**src/sv/sfed_pkg.sv**
```systemverilog
// Shared types and constants for the sensor fault edge detector.
// No dependencies; used by the front, queue, back and top-level modules.
package sfed_pkg;

    localparam int SENSOR_W = 6;
    localparam int SAMPLE_W = 32;
    localparam int TIME_W   = 48;
    localparam int LIMIT_W  = 32;
    localparam int STATUS_W = 6;

    // status bit positions
    localparam int SB_HAS_LAST    = 0;
    localparam int SB_TIMER       = 1;
    localparam int SB_FAULT       = 2;
    localparam int SB_DISC_FIRED  = 3;
    localparam int SB_STUCK_FIRED = 4;
    localparam int SB_OOR_FIRED   = 5;

    // front-to-back queue
    localparam int QUEUE_DEPTH = 2;
    localparam int QPTR_W      = 1;
    localparam int QCNT_W      = 2;

    typedef enum logic [1:0] {
        ACT_CONN  = 2'd0,
        ACT_STUCK = 2'd1,
        ACT_RANGE = 2'd2,
        ACT_NONE  = 2'd3
    } t_action;

    typedef enum logic [1:0] {
        BK_CLEAR = 2'd0,
        BK_IDLE  = 2'd1,
        BK_EXEC  = 2'd2
    } t_back_state;

    // classified check, as queued between front and back
    typedef struct packed {
        t_action              action;
        logic [SENSOR_W-1:0]  sensor;
        logic                 in_table;
        logic                 connected;
        logic [SAMPLE_W-1:0]  sample;
        logic [TIME_W-1:0]    now_ms;
        logic [LIMIT_W-1:0]   stuck_limit_ms;
        logic                 oor;
    } t_item;

    // one health table entry
    typedef struct packed {
        logic [STATUS_W-1:0]  status;
        logic [TIME_W-1:0]    stuck_start_ms;
        logic [SAMPLE_W-1:0]  last_sample;
    } t_entry;

endpackage

```
**src/sv/sfed_queue.sv**
```systemverilog
// Short FIFO of classified checks between front and back.
// Depends on sfed_pkg.
module sfed_queue (
    input  logic            i_clk,
    input  logic            i_rst_n,
    input  logic            i_push_valid,
    output logic            o_push_ready,
    input  sfed_pkg::t_item i_push_item,
    output logic            o_pop_valid,
    input  logic            i_pop,
    output sfed_pkg::t_item o_pop_item
);

    sfed_pkg::t_item                r_slot [sfed_pkg::QUEUE_DEPTH];
    logic [sfed_pkg::QPTR_W-1:0]    r_wr_ptr;
    logic [sfed_pkg::QPTR_W-1:0]    r_rd_ptr;
    logic [sfed_pkg::QCNT_W-1:0]    r_count;
    logic                           push;
    logic                           pop;

    assign o_push_ready = (r_count != sfed_pkg::QCNT_W'(sfed_pkg::QUEUE_DEPTH));
    assign o_pop_valid  = (r_count != '0);
    assign o_pop_item   = r_slot[r_rd_ptr];
    assign push         = i_push_valid && o_push_ready;
    assign pop          = i_pop && o_pop_valid;

    function automatic logic [sfed_pkg::QPTR_W-1:0] ptr_inc(
        input logic [sfed_pkg::QPTR_W-1:0] ptr
    );
        return (ptr == sfed_pkg::QPTR_W'(sfed_pkg::QUEUE_DEPTH - 1)) ? '0 : ptr + 1'b1;
    endfunction

    always_ff @(posedge i_clk) begin
        if (!i_rst_n) begin
            r_wr_ptr <= '0;
            r_rd_ptr <= '0;
            r_count  <= '0;
        end else begin
            if (push) begin
                r_wr_ptr <= ptr_inc(r_wr_ptr);
            end
            if (pop) begin
                r_rd_ptr <= ptr_inc(r_rd_ptr);
            end
            unique case ({push, pop})
                2'b10:   r_count <= r_count + 1'b1;
                2'b01:   r_count <= r_count - 1'b1;
                default: r_count <= r_count;
            endcase
        end
    end

    always_ff @(posedge i_clk) begin
        if (push) begin
            r_slot[r_wr_ptr] <= i_push_item;
        end
    end

endmodule

```
**config.mk**
```make
export PLATFORM = sky130hd
export DESIGN_NAME = sfed_queue
export DESIGN_NICKNAME = d
export VERILOG_FILES = /design/src/sv/sfed_pkg.sv /design/src/sv/sfed_queue.sv
export SDC_FILE = /design/constraint.sdc
export NUM_CORES = 1
export LEC_CHECK = 0
export BUFFER_PORTS_ARGS = -buffer_cell sky130_fd_sc_hd__buf_2
export CAP_MARGIN = 5
export CORE_MARGIN = 3
export CORE_UTILIZATION = 54
export CTS_BUF_LIST = sky130_fd_sc_hd__clkbuf_8
export DETAILED_ROUTE_END_ITERATION = 12
export PLACE_DENSITY = 0.82
export SLEW_MARGIN = 20
export SYNTH_ARGS = -nofsm -noshare
export SYNTH_HDL_FRONTEND = slang
export SYNTH_SLANG_ARGS = --single-unit
export TNS_END_PERCENT = 30
```
**constraint.sdc**
```tcl
create_clock -name i_clk -period 5.6 [get_ports i_clk]
set_clock_uncertainty 0.2 [all_clocks]
set_input_delay 0.84 -clock i_clk [delete_from_list [all_inputs] [get_ports i_clk]]
set_output_delay 0.84 -clock i_clk [all_outputs]
set_load 0.01 [all_outputs]
```
* Word-level counts from Yosys, hierarchy flattened
Memory sizes are Yosys's and may differ from the RTL's. A register that Yosys moved wholly into a read port is not among the register bits.
Index checks and enable logic that the tools add are counted.
** Storage, ports and cells
- Bits in registers :: 4
- RAM bits :: 246
- Input bits :: 127
- Output and inout port bits :: 125
- Word-level logic and storage cells :: 22
- Memories :: 1
** Operators by class
- Add/subtract/negate cells :: 4
- Equality and inequality tests :: 3
- Mux-type cells :: 7
- Reduce and logical (&&, ||, !) cells :: 4
** Memories
- r_slot :: words 2, bits a word 123, rd ports 1, clocked after Yosys merged registers in 1, wr ports 1, line sfed_queue.sv:14 : sfed_pkg::t_item r_slot [sfed_pkg::QUEUE_DEPTH];
** Operators with widths (number)
- 2-to-1 mux 1 bit :: 6
- one-hot mux 2 bit (2 select lines) :: 1
- nonzero test 2 bit :: 2
- adder 1 bit, second input constant :: 2
- adder 2 x 1 -> 2 bit, second input constant :: 1
- == test 2 x 1 -> 1 bit, second input constant :: 1
- == test 2 bit, second input constant :: 1
- logical AND 1 bit :: 2
- inequality test 2 bit, second input constant :: 1
- subtractor 2 x 1 -> 2 bit, second input constant :: 1

* Longest topological paths before layout
- Depth in word-level cells :: 4
- Gate-level depth with buffers :: 6
- Gate-level depth less buffers :: 6

* Least setup slack after synthesis
No wires, ideal clock.
- Path type :: input -> register
- From :: input i_push_valid
- To :: memory r_slot[1][0] (netlist name), enable pin
- Arrival :: 3724 ps
- Data required time :: 4903 ps
- Path slack :: 1179 ps
- Stages :: 1
- Buffers on the path :: 0
- Path through :: and3_1
** On the way
- Longest elaborated chain between the ends :: 3
** RTL lines
- from (decl) :: line sfed_queue.sv:6 : input logic i_push_valid,
- logical AND 1 bit :: line sfed_queue.sv:24 : assign push = i_push_valid && o_push_ready;
- 2-to-1 mux 1 bit :: line sfed_queue.sv:54 : if (push) begin
- 2-to-1 mux 1 bit (not written as such) :: line sfed_queue.sv:55 : r_slot[r_wr_ptr] <= i_push_item;
- to (decl) :: line sfed_queue.sv:14
Every way passes these cells.

==> results.md <==
* Clk pwr share at 26.5%
* Top FF cell, synth: edfxtp_1
* Unrepaired setup endpoints after global routing: no
* Max-cap violation count at 0
* Clock buffer depth at 3
* First-pass DRT Iterations at 5
* Final Max Slew Viols at 0
* Synthesized cell area at roughly 9100 µm²
* Slew headroom at 43.3%
* Hold depth at 1
* Post-route clock period utilization at approximately three fifths
* Post-synth top area cell: edfxtp_1
* CP required at 4560 ps
* Worst VDD drop at 295 µV
* Type of the worst min-delay path: input pin to flop
* Power per cell area at 451 nW/µm²
* CTS Buf Count at 40
* Largest net degree at the start of global routing at 65
* Register bit count reported by yosys at roughly 250
* Vias in the first global route at slightly above 5000
* Comb power frac at roughly a quarter
* WP data arrival at 2250 ps
* Fraction of registers with async set/reset at 0%
* Worst slew pin tran at 850 ps
* Initial antenna violation count at 2
* Max frequency at 304 MHz
* Post-CTS Setup Inserts at 0
* Area after DPL at around 11000 µm²
* Area grow syn2layout at 23.7%
* Syn. warnings at 0
* CTS clk-pin slew, worst paths at around 60 ps
* Worst setup path class: flop to output pin
* Leak at 4.27 nW
* CTS Hold Bufs at 0
* Hold Crit Start: i_push_item[51]
* Row cnt at 46
* Worst-path cell chain: buf_4, mux2_2, buf_2
* Fill cells at 1056
* Post-CTS Resized at 0
* Worst r2r src: r_count[0]
* CP max FO at between 50 and 60
* Clock sink count at 251
* Layout cell share with drive strength beyond 1 at 59.7%
* Status: complete, no violations
* Final min period at 3290 ps
* Placer Congestion at 0.726
* Count of cell types in the netlist at 21
* Number of synthesized flops with an enable pin at 246
* Most frequent cell after synthesis: edfxtp_1
* Final setup viols at 0
* Switch Pwr at 1.40 mW
* Cells after synthesis at 407
* FF-to-FF path depth at 4
* Synth cell count leaders: edfxtp_1 (246), mux2_2 (123), buf_6 (8), buf_2 (6), dfxtp_1 (5)
* Int Pwr at approximately 3.7 mW
* Synth top area cells: edfxtp_1 (81%), mux2_2 (15%), dfxtp_1 (1.1%)
* Full die area at 18500 µm²
* H-tree Lvls at 2
* Seq/Total Area, Yosys at 82.0%
* Root buf cell: clkbuf_8
* Setup TNS Final at 0 ps
* Initial Util at 56.2%
* Final wirelength at 17700 µm
* Hold Fails Final Rpt at 0
* Worst-Skew Late Latency at 500 ps
* Design area at 11300 µm²
* Pre-CTS setup slack at 2570 ps
* Gr usage total at 18.7%
* Via count at 4794
* Average size of a mapped cell at 22.4 µm²
* Slowest cell on the critical path: buf_4
* Core box area at 16200 µm²
* Antenna cells at 0
* Startpoint type of the worst setup path: flop
* Crit. End Element: output pin
* Port bufs at 251
* Worst Hold Path EP: r_slot[0][51]
* Total grt overflow at 0
* Initial DRC count at roughly 270
* Die outline width at approximately 140 µm
* Global-route wire length before repair at 26400 µm
* DPL Wire Length at between 10000 and 15000 µm
* R2r setup slk at 2900 ps
* Net Count, Synth at 535
* Largest stage delay, worst path at 640 ps
* Vias per cell at 5.13
* Die Y at 136 µm
* Top cell type's share of synthesized area at 80.9%
* Reg power frac at 48.3%
* Switching share of power at between 20% and 30%
* Routed length per instance at around 19 µm
* Routed Antenna Nets at 0
* Io pins at 252
* Fin nets at 820
* CTS tree: done
* Setup ws final at 2310 ps
* RR Endpoint: r_slot[0][83]
* Drt drc at 0
worst max-delay path, delay by kind of cell, from the launching register on:
| kind | cells | cell delay [ps] |
|---|---|---|
| buffers and inverters | 2 | 790 |
| DFF | 1 | 510 |
| muxes | 1 | 430 |
power by group through the flow:
stage / Clock [mW] / Combinational [mW] / Sequential [mW]
5_1_grt: 1.48 / 1.39 / 2.48
3_5_place_dp: 0 / 1.30 / 2.50
4_1_cts: 1.39 / 1.31 / 2.46
2_1_floorplan: 0 / 0.867 / 2.48
6_report: 1.35 / 1.29 / 2.46
3_3_place_gp: 0 / 1.27 / 2.48
flip-flops by register name (all words and copies together), names as in the netlist, named ones only:
signal    cells
r_wr_ptr      1
r_rd_ptr      1
r_slot      246
r_count       2
through the flow:
step	cells	power, mW	hold WS, ps	util, %
CTS	935	5.17	275	69.5
global placement	866	3.75	292	65.2
detailed placement	866	3.80	333	65.2
finish	935	5.10	322	69.5
global route	935	5.35	277	69.5
floorplan	407	3.35	279	-
cells in the final DEF (no fill, tap or decap), types with 2 or more instances in the layout:
cell type,n
mux2_2,123
clkbuf_8,41
buf_2,251
dfxtp_1,4
nor2b_1,2
inv_1,13
buf_4,6
clkinv_2,2
xnor2_1,3
edfxtp_1,246
clkinv_1,12
kinds of logic (layout without fill, tap and decap cells):
kind of cell / after synthesis / after routing / share of synthesized area, %
AOI/OAI and AO/OA: 5 / 5 / 0.411
xor gates and xnor gates: 3 / 3 / 0.288
adders and majority gates: 1 / 1 / 0.137
buffers and inverters: 15 / 327 / 1.36
DFF: 251 / 251 / 82.0
muxes: 123 / 123 / 15.2
and+or+nand+nor: 9 / 9 / 0.603
worst max-delay path by stage:
stage            startpoint        endpoint  slack [ps]  depth (start not counted)
6_report               flop  o_pop_item[92]        2310                          3
5_1_grt                flop  o_pop_item[93]        2180                          3
4_1_cts                flop  o_pop_item[77]        2250                          3
3_5_place_dp   i_push_valid   r_slot[0][98]        2570                          4
3_3_place_gp   i_push_valid   r_slot[1][89]        2660                          3
2_1_floorplan  i_push_valid    r_slot[1][0]        1180                          1
layout make-up:
| cell class | instances | area, µm² | area share (%) |
|---|---|---|---|
| sequential | 251 | 7490 | 66.4 |
| inverter | 1 | 6.26 | 0.0554 |
| clock buffer | 41 | 564 | 5.00 |
| clock inverter | 28 | 134 | 1.19 |
| multi-input combinational | 141 | 1520 | 13.5 |
| tap | 216 | 270 | 2.39 |
| timing repair buffer | 257 | 1300 | 11.5 |
per-layer routing:
metal | GRT usage, % | share of wire (%) | wire length, µm | vias up
met5 | 0 | 0.15 | 27 | -
li1 | - | - | - | 2199
met4 | 7.78 | 2.6 | 463 | 4
met1 | 21.7 | 37 | 6590 | 2328
met2 | 32.0 | 51 | 9020 | 221
met3 | 6.44 | 9.2 | 1630 | 42
Power figures use the tool's default switching activity.
