===== config.mk =====
export PLATFORM = sky130hd
export DESIGN_NAME = sfed_front
export DESIGN_NICKNAME = d
export VERILOG_FILES = /design/src/sv/sfed_pkg.sv /design/src/sv/sfed_front.sv
export SDC_FILE = /design/constraint.sdc
export NUM_CORES = 1
export LEC_CHECK = 0
export BUFFER_PORTS_ARGS = -buffer_cell sky130_fd_sc_hd__buf_2
export CAP_MARGIN = 10
export CORE_AREA = 2 2 122 124
export DETAILED_ROUTE_END_ITERATION = 10
export DIE_AREA = 0 0 124 126
export PLACE_DENSITY = 0.57
export REMOVE_ABC_BUFFERS = 1
export SYNTH_ARGS = -nofsm -noshare
export SYNTH_HDL_FRONTEND = slang
export SYNTH_SLANG_ARGS = --single-unit

===== constraint.sdc =====
create_clock -name vclk -period 2.5
set_input_delay 0.5 -clock vclk [all_inputs]
set_output_delay 0.5 -clock vclk [all_outputs]
set_load 0.05 [all_outputs]

===== src/sv/sfed_pkg.sv =====
// Shared types and constants for the sensor fault edge detector.
// No dependencies; used by the front, queue, back and top-level modules.
package sfed_pkg;

    localparam int SENSOR_W = 6;
    localparam int SAMPLE_W = 32;
    localparam int TIME_W   = 48;
    localparam int LIMIT_W  = 32;
    localparam int STATUS_W = 6;

    // status bit positions
    localparam int SB_HAS_LAST    = 0;
    localparam int SB_TIMER       = 1;
    localparam int SB_FAULT       = 2;
    localparam int SB_DISC_FIRED  = 3;
    localparam int SB_STUCK_FIRED = 4;
    localparam int SB_OOR_FIRED   = 5;

    // front-to-back queue
    localparam int QUEUE_DEPTH = 2;
    localparam int QPTR_W      = 1;
    localparam int QCNT_W      = 2;

    typedef enum logic [1:0] {
        ACT_CONN  = 2'd0,
        ACT_STUCK = 2'd1,
        ACT_RANGE = 2'd2,
        ACT_NONE  = 2'd3
    } t_action;

    typedef enum logic [1:0] {
        BK_CLEAR = 2'd0,
        BK_IDLE  = 2'd1,
        BK_EXEC  = 2'd2
    } t_back_state;

    // classified check, as queued between front and back
    typedef struct packed {
        t_action              action;
        logic [SENSOR_W-1:0]  sensor;
        logic                 in_table;
        logic                 connected;
        logic [SAMPLE_W-1:0]  sample;
        logic [TIME_W-1:0]    now_ms;
        logic [LIMIT_W-1:0]   stuck_limit_ms;
        logic                 oor;
    } t_item;

    // one health table entry
    typedef struct packed {
        logic [STATUS_W-1:0]  status;
        logic [TIME_W-1:0]    stuck_start_ms;
        logic [SAMPLE_W-1:0]  last_sample;
    } t_entry;

endpackage


===== src/sv/sfed_front.sv =====
// Front end: takes input beats, decodes the check and does the range compare.
// Depends on sfed_pkg.
module sfed_front #(
    parameter int SENSOR_COUNT = 64
) (
    input  logic                            i_valid,
    output logic                            o_ready,
    input  logic [1:0]                      i_action,
    input  logic [sfed_pkg::SENSOR_W-1:0]   i_sensor,
    input  logic                            i_connected,
    input  logic signed [sfed_pkg::SAMPLE_W-1:0] i_sample,
    input  logic [sfed_pkg::TIME_W-1:0]     i_now_ms,
    input  logic [sfed_pkg::LIMIT_W-1:0]    i_stuck_limit_ms,
    input  logic signed [sfed_pkg::SAMPLE_W-1:0] i_range_low,
    input  logic signed [sfed_pkg::SAMPLE_W-1:0] i_range_high,
    input  logic                            i_clearing,
    input  logic                            i_push_ready,
    output logic                            o_push_valid,
    output sfed_pkg::t_item                 o_push_item
);

    // no beats taken while the table is being cleared
    assign o_ready      = i_push_ready && !i_clearing;
    assign o_push_valid = i_valid && o_ready;

    always_comb begin
        o_push_item.action         = sfed_pkg::t_action'(i_action);
        o_push_item.sensor         = i_sensor;
        o_push_item.in_table       = (32'(i_sensor) < 32'(SENSOR_COUNT));
        o_push_item.connected      = i_connected;
        o_push_item.sample         = i_sample;
        o_push_item.now_ms         = i_now_ms;
        o_push_item.stuck_limit_ms = i_stuck_limit_ms;
        // inverted bounds leave every sample out of range
        o_push_item.oor            = (i_sample < i_range_low) || (i_sample > i_range_high);
    end

endmodule


# == Yosys cells after proc, flatten, opt, wreduce, memory -nomap -nowiden ==
# Index checks and enable logic that the tools add are counted.
# totals
reg_bits,0
wordCells,6
# op_classes
reduce_logical,4
magnitude_cmp,2
# op_table
op,n
32-bit > comparator,1
32-bit < comparator,1
1-bit logical AND,2
1-bit logical NOT,1
1-bit logical OR,1

# == Logic depth before layout (Yosys ltp) ==
# Gate-level depths: netlist (run 1).
# logic_depth
ltp_word,3
mapped_depth,8
mapped_depth_nobuf,8

# == Worst setup path after synthesis (run 1) ==
# OpenSTA, ideal clock, no wires.
# synth_timing
path_kind,input to output
from,input port i_range_low[29] (netlist name)
to,output port o_push_item[0] (netlist name)
slack_ns,-0.645
path_buffers,0
arrival_time_ns,2.645
path_stages,7
cell_sequence,inv_1 -> ha_1 -> a21o_1 -> a2111o_1 -> a2111oi_0 -> a221oi_1 -> o22ai_1
# synth_lines
item,line_no,text
from (decl),sfed_front.sv:14,"input logic signed [sfed_pkg::SAMPLE_W-1:0] i_range_low,"
to (decl),sfed_front.sv:19,output sfed_pkg::t_item o_push_item

==> results of run 1 <==
==> final timing paths <==
path,start,endpoint,slack [ns],cells after the start
worst min-delay path,i_action[0],o_push_item[121],1.00,0
worst max-delay path,i_sample[5],o_push_item[0],-0.29,9
==> stage by stage <==
step	std cells	TNS, ns	hold slack [ns]	area, um2
6_report	596	-0.295	1.00	3380
5_1_grt	596	-0.371	1.00	3380
4_1_cts	596	-0.246	1.00	3300
3_5_place_dp	590	-0.547	1.00	2850
3_3_place_gp	590	-0.533	1.00	2850
2_1_floorplan	236	-0.645	1.00	1660
==> metal layers <==
layer,vias up,track usage (%)
met5,-,6.25
met4,2,2.51
met3,6,30.5
met2,289,37.9
met1,978,13.6
li1,1170,-
==> layout make-up <==
type / count / area [um2]
Timing Repair Buffer: 176 / 1100
Fill cell: 1614 / 10900
Multi-Input combinational cell: 170 / 1800
Tap cell: 184 / 230
Inverter: 66 / 248
==> power by group through the flow <==
stage	Clock, W	Combinational (W)	Sequential, W
2_1_floorplan	0	0.000205	0
3_3_place_gp	0	0.000551	0
3_5_place_dp	0	0.000553	0
4_1_cts	0	0.000652	0
5_1_grt	0	0.000736	0
6_report	0	0.000666	0
==> cell families (layout without fill, tap and decap cells) <==
| logic type | count (synthesis) | in the layout | synth area share [%] |
|---|---|---|---|
| AOI/OAI and AO/OA | 61 | 61 | 14.9 |
| other | 1 | 1 | 0.146 |
| buffers and inverters | 188 | 242 | 45.2 |
| and+or+nand+nor | 45 | 45 | 9.18 |
| adders and majority gates | 63 | 63 | 30.6 |
==> timing repair <==
action,in CTS,in global routing
gates resized for setup,65,17
setup endpoints to repair,1,1
pin swaps,25,9
buffers inserted,6,0
==> cell usage in the layout (no fill, tap or decap), types with 2 or more instances in the layout <==
cell type	n
buf_6	15
inv_1	58
nor2b_1	4
nor4_4	2
ha_4	17
buf_4	41
nand2_2	2
nand2b_1	2
o21ai_1	7
nand2_1	9
nand4_1	5
inv_2	8
o21ai_0	8
a21oi_1	22
nand3_1	3
buf_2	118
ha_1	46
nor2_1	7
a21o_1	8
o21a_1	2
a21oi_2	2
nor3_1	2
==> key figures, run 1 <==
Status
  • Status: finished with violations
  • Failing checks: negative setup slack

Synth
  • Commonest cells post-synth: buf_4 (122), inv_1 (66), ha_1 (63)
  • Register area share after synthesis: 0%
  • Yosys cell types: 32
  • Synth area leader: buf_4
  • Synthesized area per cell: 7.19 um2
  • Cell count after synthesis: between 300 and 400
  • Syn Std Cell Area: between 0.002 and 0.003 mm2
  • Area share of the largest cell type after synthesis: 35.6%
  • Cell with the most instances after synthesis: buf_4
  • Top cells by area, synth: buf_4 (36%), ha_1 (31%), inv_1 (9.6%)
  • Synthesis warning total: 0

Global route
  • GRT Total Usage: around 22%
  • Initial antenna violation count: 0
  • Vias in the first global route: 2445
  • Largest net degree at the start of global routing: 4
  • First-pass GRT wire length: approximately 22000 um
  • Grt ovf: 0

Layout
  • Final Util: 23.6%
  • Area growth syn-to-layout: 31.1%
  • Register Area: 0 um2
  • Final nets: around 670
  • Seq_cells: 0
  • Ratio of cells with drive above 1 in the final layout: between 50% and 60%
  • N_diodes: 0
  • Clkbuf count: 0

Power and ir drop
  • Sequential share of power: 0%
  • Power Total: 0.000666 W
  • NetSw: between 0.0003 and 0.0004 W
  • Max IR drop VDD: just under 0.00009 V
  • Int Power: about 0.00030 W
  • Net Sw Frac: between 50% and 60%
  • Leakage Power: 1.88 nW
  • PD cells: 197 mW/mm2
  • Share of power burned in the clock network: 0%
  • Gate power share: between 90% and 100%

Worst setup path
  • Crit-path cells: buf_6, buf_6, ha_4, nand2_2, or4_4, o32ai_4, o21bai_4, o22ai_4, buf_12
  • Crit path max-delay family: simple AND/OR/NAND/NOR gates
  • Worst Path Required: ~2 ns
  • Worst stage delay on the critical path: about 0.57 ns
  • Worst setup SP type: input pin
  • Arrival @ worst endpoint: around 2.3 ns
  • CP Capture Type: output port
  • Peak fanout along the critical path: 2
  • Most used cell along the critical path: buf_6
  • Crit-path slowest cell: or4_4
  • Critical path class: input pin to output port
  • Buf/Inv on CP: 3

Place
  • Post-place setup slack: -0.547 ns
  • Buffers added on ports: roughly 130
  • GPL Wtd Cong: 0.945
  • Hpwl dp: around 17000 um

Drt
  • Wire length on met1: around 3800 um
  • # DRC: 0
  • Top sig layer: met5
  • Pre-antenna DRT Iters: 4
  • Vias per cell: approximately 4.1
  • DR iter-0 viols: just over 60
  • Avg WL per Cell: between 30 and 40 um
  • DR vias: ~2400
  • Met2 WL: approximately 8400 um
  • Post-route ant nets: 0
  • Routed wire length: 18300 um
  • WL met3: about 5600 um

Floorplanning
  • Row count: 44
  • Initial Utilization: around 18%
  • Core area: ~0.014 mm2
  • Die area: roughly 0.016 mm2
  • I/O pin count: ~310
  • Die width: about 120 um
  • Die height: 126 um

Run
  • Max-Cap Viols: 0

Timing
  • Period utilization: 112%
  • Final setup violation count: 1
  • Highest clock rate: approximately 360 MHz
  • Fin crit period: ~2.8 ns
  • RSZ-0062 raised after global routing: true
  • Setup ws final: -0.295 ns
  • Final Max Tran Viols: 0
  • Final Hold Fails: 0

Min path
  • Worst hold path class: input pin to output port

CTS
  • Hold Buf Count CTS: 0
Note: power is estimated with default switching activity, not from simulation.
==> run 2: changes to the inputs <==
- REMOVE_ABC_BUFFERS: 1 -> not set
==> run 2 against run 1 <==
Effect of this change: the run still ends with negative setup slack left; global-route usage down 13 points; setup slack better by 0.047 ns; sequential share of layout area unchanged; critical endpoint unchanged.
==> key figures, run 2 (synthesis results as in run 1) <==
Floorplanning
  • Row count: 44
  • Die width: approximately 120 um
  • Initial Utilization: 18.0%
  • Die area: roughly 0.016 mm2
  • Core area: approximately 0.014 mm2
  • Die height: 126 um
  • I/O pin count: ~310

Layout
  • Area growth syn-to-layout: 24.8%
  • Commonest non-fill, non-tap cell in the layout: buf_2
  • Commonest non-fill, non-tap cells in the layout: buf_2 (128), inv_1 (59), ha_1 (50)
  • Final Util: ~22%
  • Final nets: 666
  • Seq_cells: 0
  • N_diodes: 0
  • Clkbuf count: 0
  • Register Area: 0 um2
  • Fin area: ~0.0032 mm2
  • Ratio of cells with drive above 1 in the final layout: 51.6%

Worst setup path
  • Critical path class: input pin to output port
  • Arrival @ worst endpoint: approximately 2.3 ns
  • Buf/Inv on CP: 3
  • Crit-path cells: buf_2, ha_4, nand4_1, nor4_4, buf_4, nand2_4, o32ai_2, o21bai_4, o22ai_4, buf_8
  • Worst Path Required: 2.00 ns
  • Crit path max-delay family: simple AND/OR/NAND/NOR gates
  • Crit-path slowest cell: nor4_4
  • WP depth: 10
  • CP Capture Type: output port
  • Peak fanout along the critical path: 2
  • Worst setup SP type: input pin
  • Worst stage delay on the critical path: roughly 0.35 ns

Drt
  • Vias per cell: around 3.8
  • DR vias: roughly 2300
  • Pre-antenna DRT Iters: 3
  • Routed wire length: 7470 um
  • DR iter-0 viols: 20
  • Avg WL per Cell: ~13 um
  • Post-route ant nets: 0
  • # DRC: 0

Min path
  • Worst hold path class: input pin to output port
  • Worst hold stages: 0

Global route
  • First-pass GRT wire length: between 10000 and 15000 um
  • Initial antenna violation count: 1
  • Largest net degree at the start of global routing: 4
  • GRT Total Usage: a little under 9%
  • Grt ovf: 0
  • Vias in the first global route: around 2300

Status
  • Status: finished with violations
  • Failing checks: negative setup slack

Timing
  • Final Hold Fails: 0
  • Final Max Tran Viols: 0
  • RSZ-0062 raised after global routing: true
  • Period utilization: 110%
  • Setup ws final: -0.248 ns
  • Highest clock rate: between 300 and 400 MHz
  • Final setup violation count: 1
  • Fin crit period: roughly 2.7 ns

Run
  • Max-Cap Viols: 0

CTS
  • Setup bufs post-CTS: 0
  • Hold Buf Count CTS: 0

Power and ir drop
  • PD cells: roughly 190 mW/mm2
  • Max IR drop VDD: slightly above 0.00006 V
  • Leakage Power: roughly 1.8 nW

Synth
  • Post-synthesis net count: 609

Place
  • Buffers added on ports: about 130
  • Dpl cell area: a little under 0.003 mm2
  • GPL Wtd Cong: ~0.71
  • Hpwl dp: around 7000 um
## run 2: cell count changes in the layout (fill, tap and decap cells not counted), moves of 3 or more
cell,previous run,this run
ha_4,17,13
buf_2,118,128
buf_4,41,44
ha_1,46,50
buf_6,15,4
## run 2: worst paths after layout
kind | from | end | slack, ns
max | i_sample[21] | o_push_item[0] | -0.25
min | i_connected | o_push_item[113] | 1.00
## run 2: final cells by class
cell class	count	area [um2]
multi-input combinational	170	1700
tap	184	230
inverter	66	250
timing repair buffer	177	1030
fill	1624	11100
## run 2: per-stage QoR
step / total power (W) / worst slack (ns) / setup TNS (ns) / hold WS (ns) / std cells
2_1_floorplan: 0.000749 / 0.00312 / 0 / 1.17 / 358
3_3_place_gp: 0.000581 / -0.624 / -0.624 / 1.00 / 597
3_5_place_dp: 0.000579 / -0.705 / -0.705 / 1.00 / 597
4_1_cts: 0.000621 / -0.299 / -0.299 / 1.00 / 597
5_1_grt: 0.000700 / -0.350 / -0.350 / 1.00 / 597
6_report: 0.000625 / -0.248 / -0.248 / 1.00 / 597
## run 2: report_power, final
part           leakage [nW]  total [W]  internal, W  switching [W]
sequential                0          0            0              0
combinational          1.85   0.000625     0.000280       0.000345
clock                     0          0            0              0
## run 2: timing repair
item                                    4_1_cts  5_1_grt
pin swaps                                     5        8
resized for setup                            21       24
endpoints found under the setup margin        1        1
hold endpoints to repair                      0        0
## run 2: metal layers
metal	wire (um)	vias to the layer above	part of all wire (%)	track usage, %
met5	16	-	0.21	0
met2	3430	147	46	15.5
met1	2780	912	37	9.33
li1	-	1171	-	-
met3	1010	30	14	3.94
met4	229	2	3.1	2.45
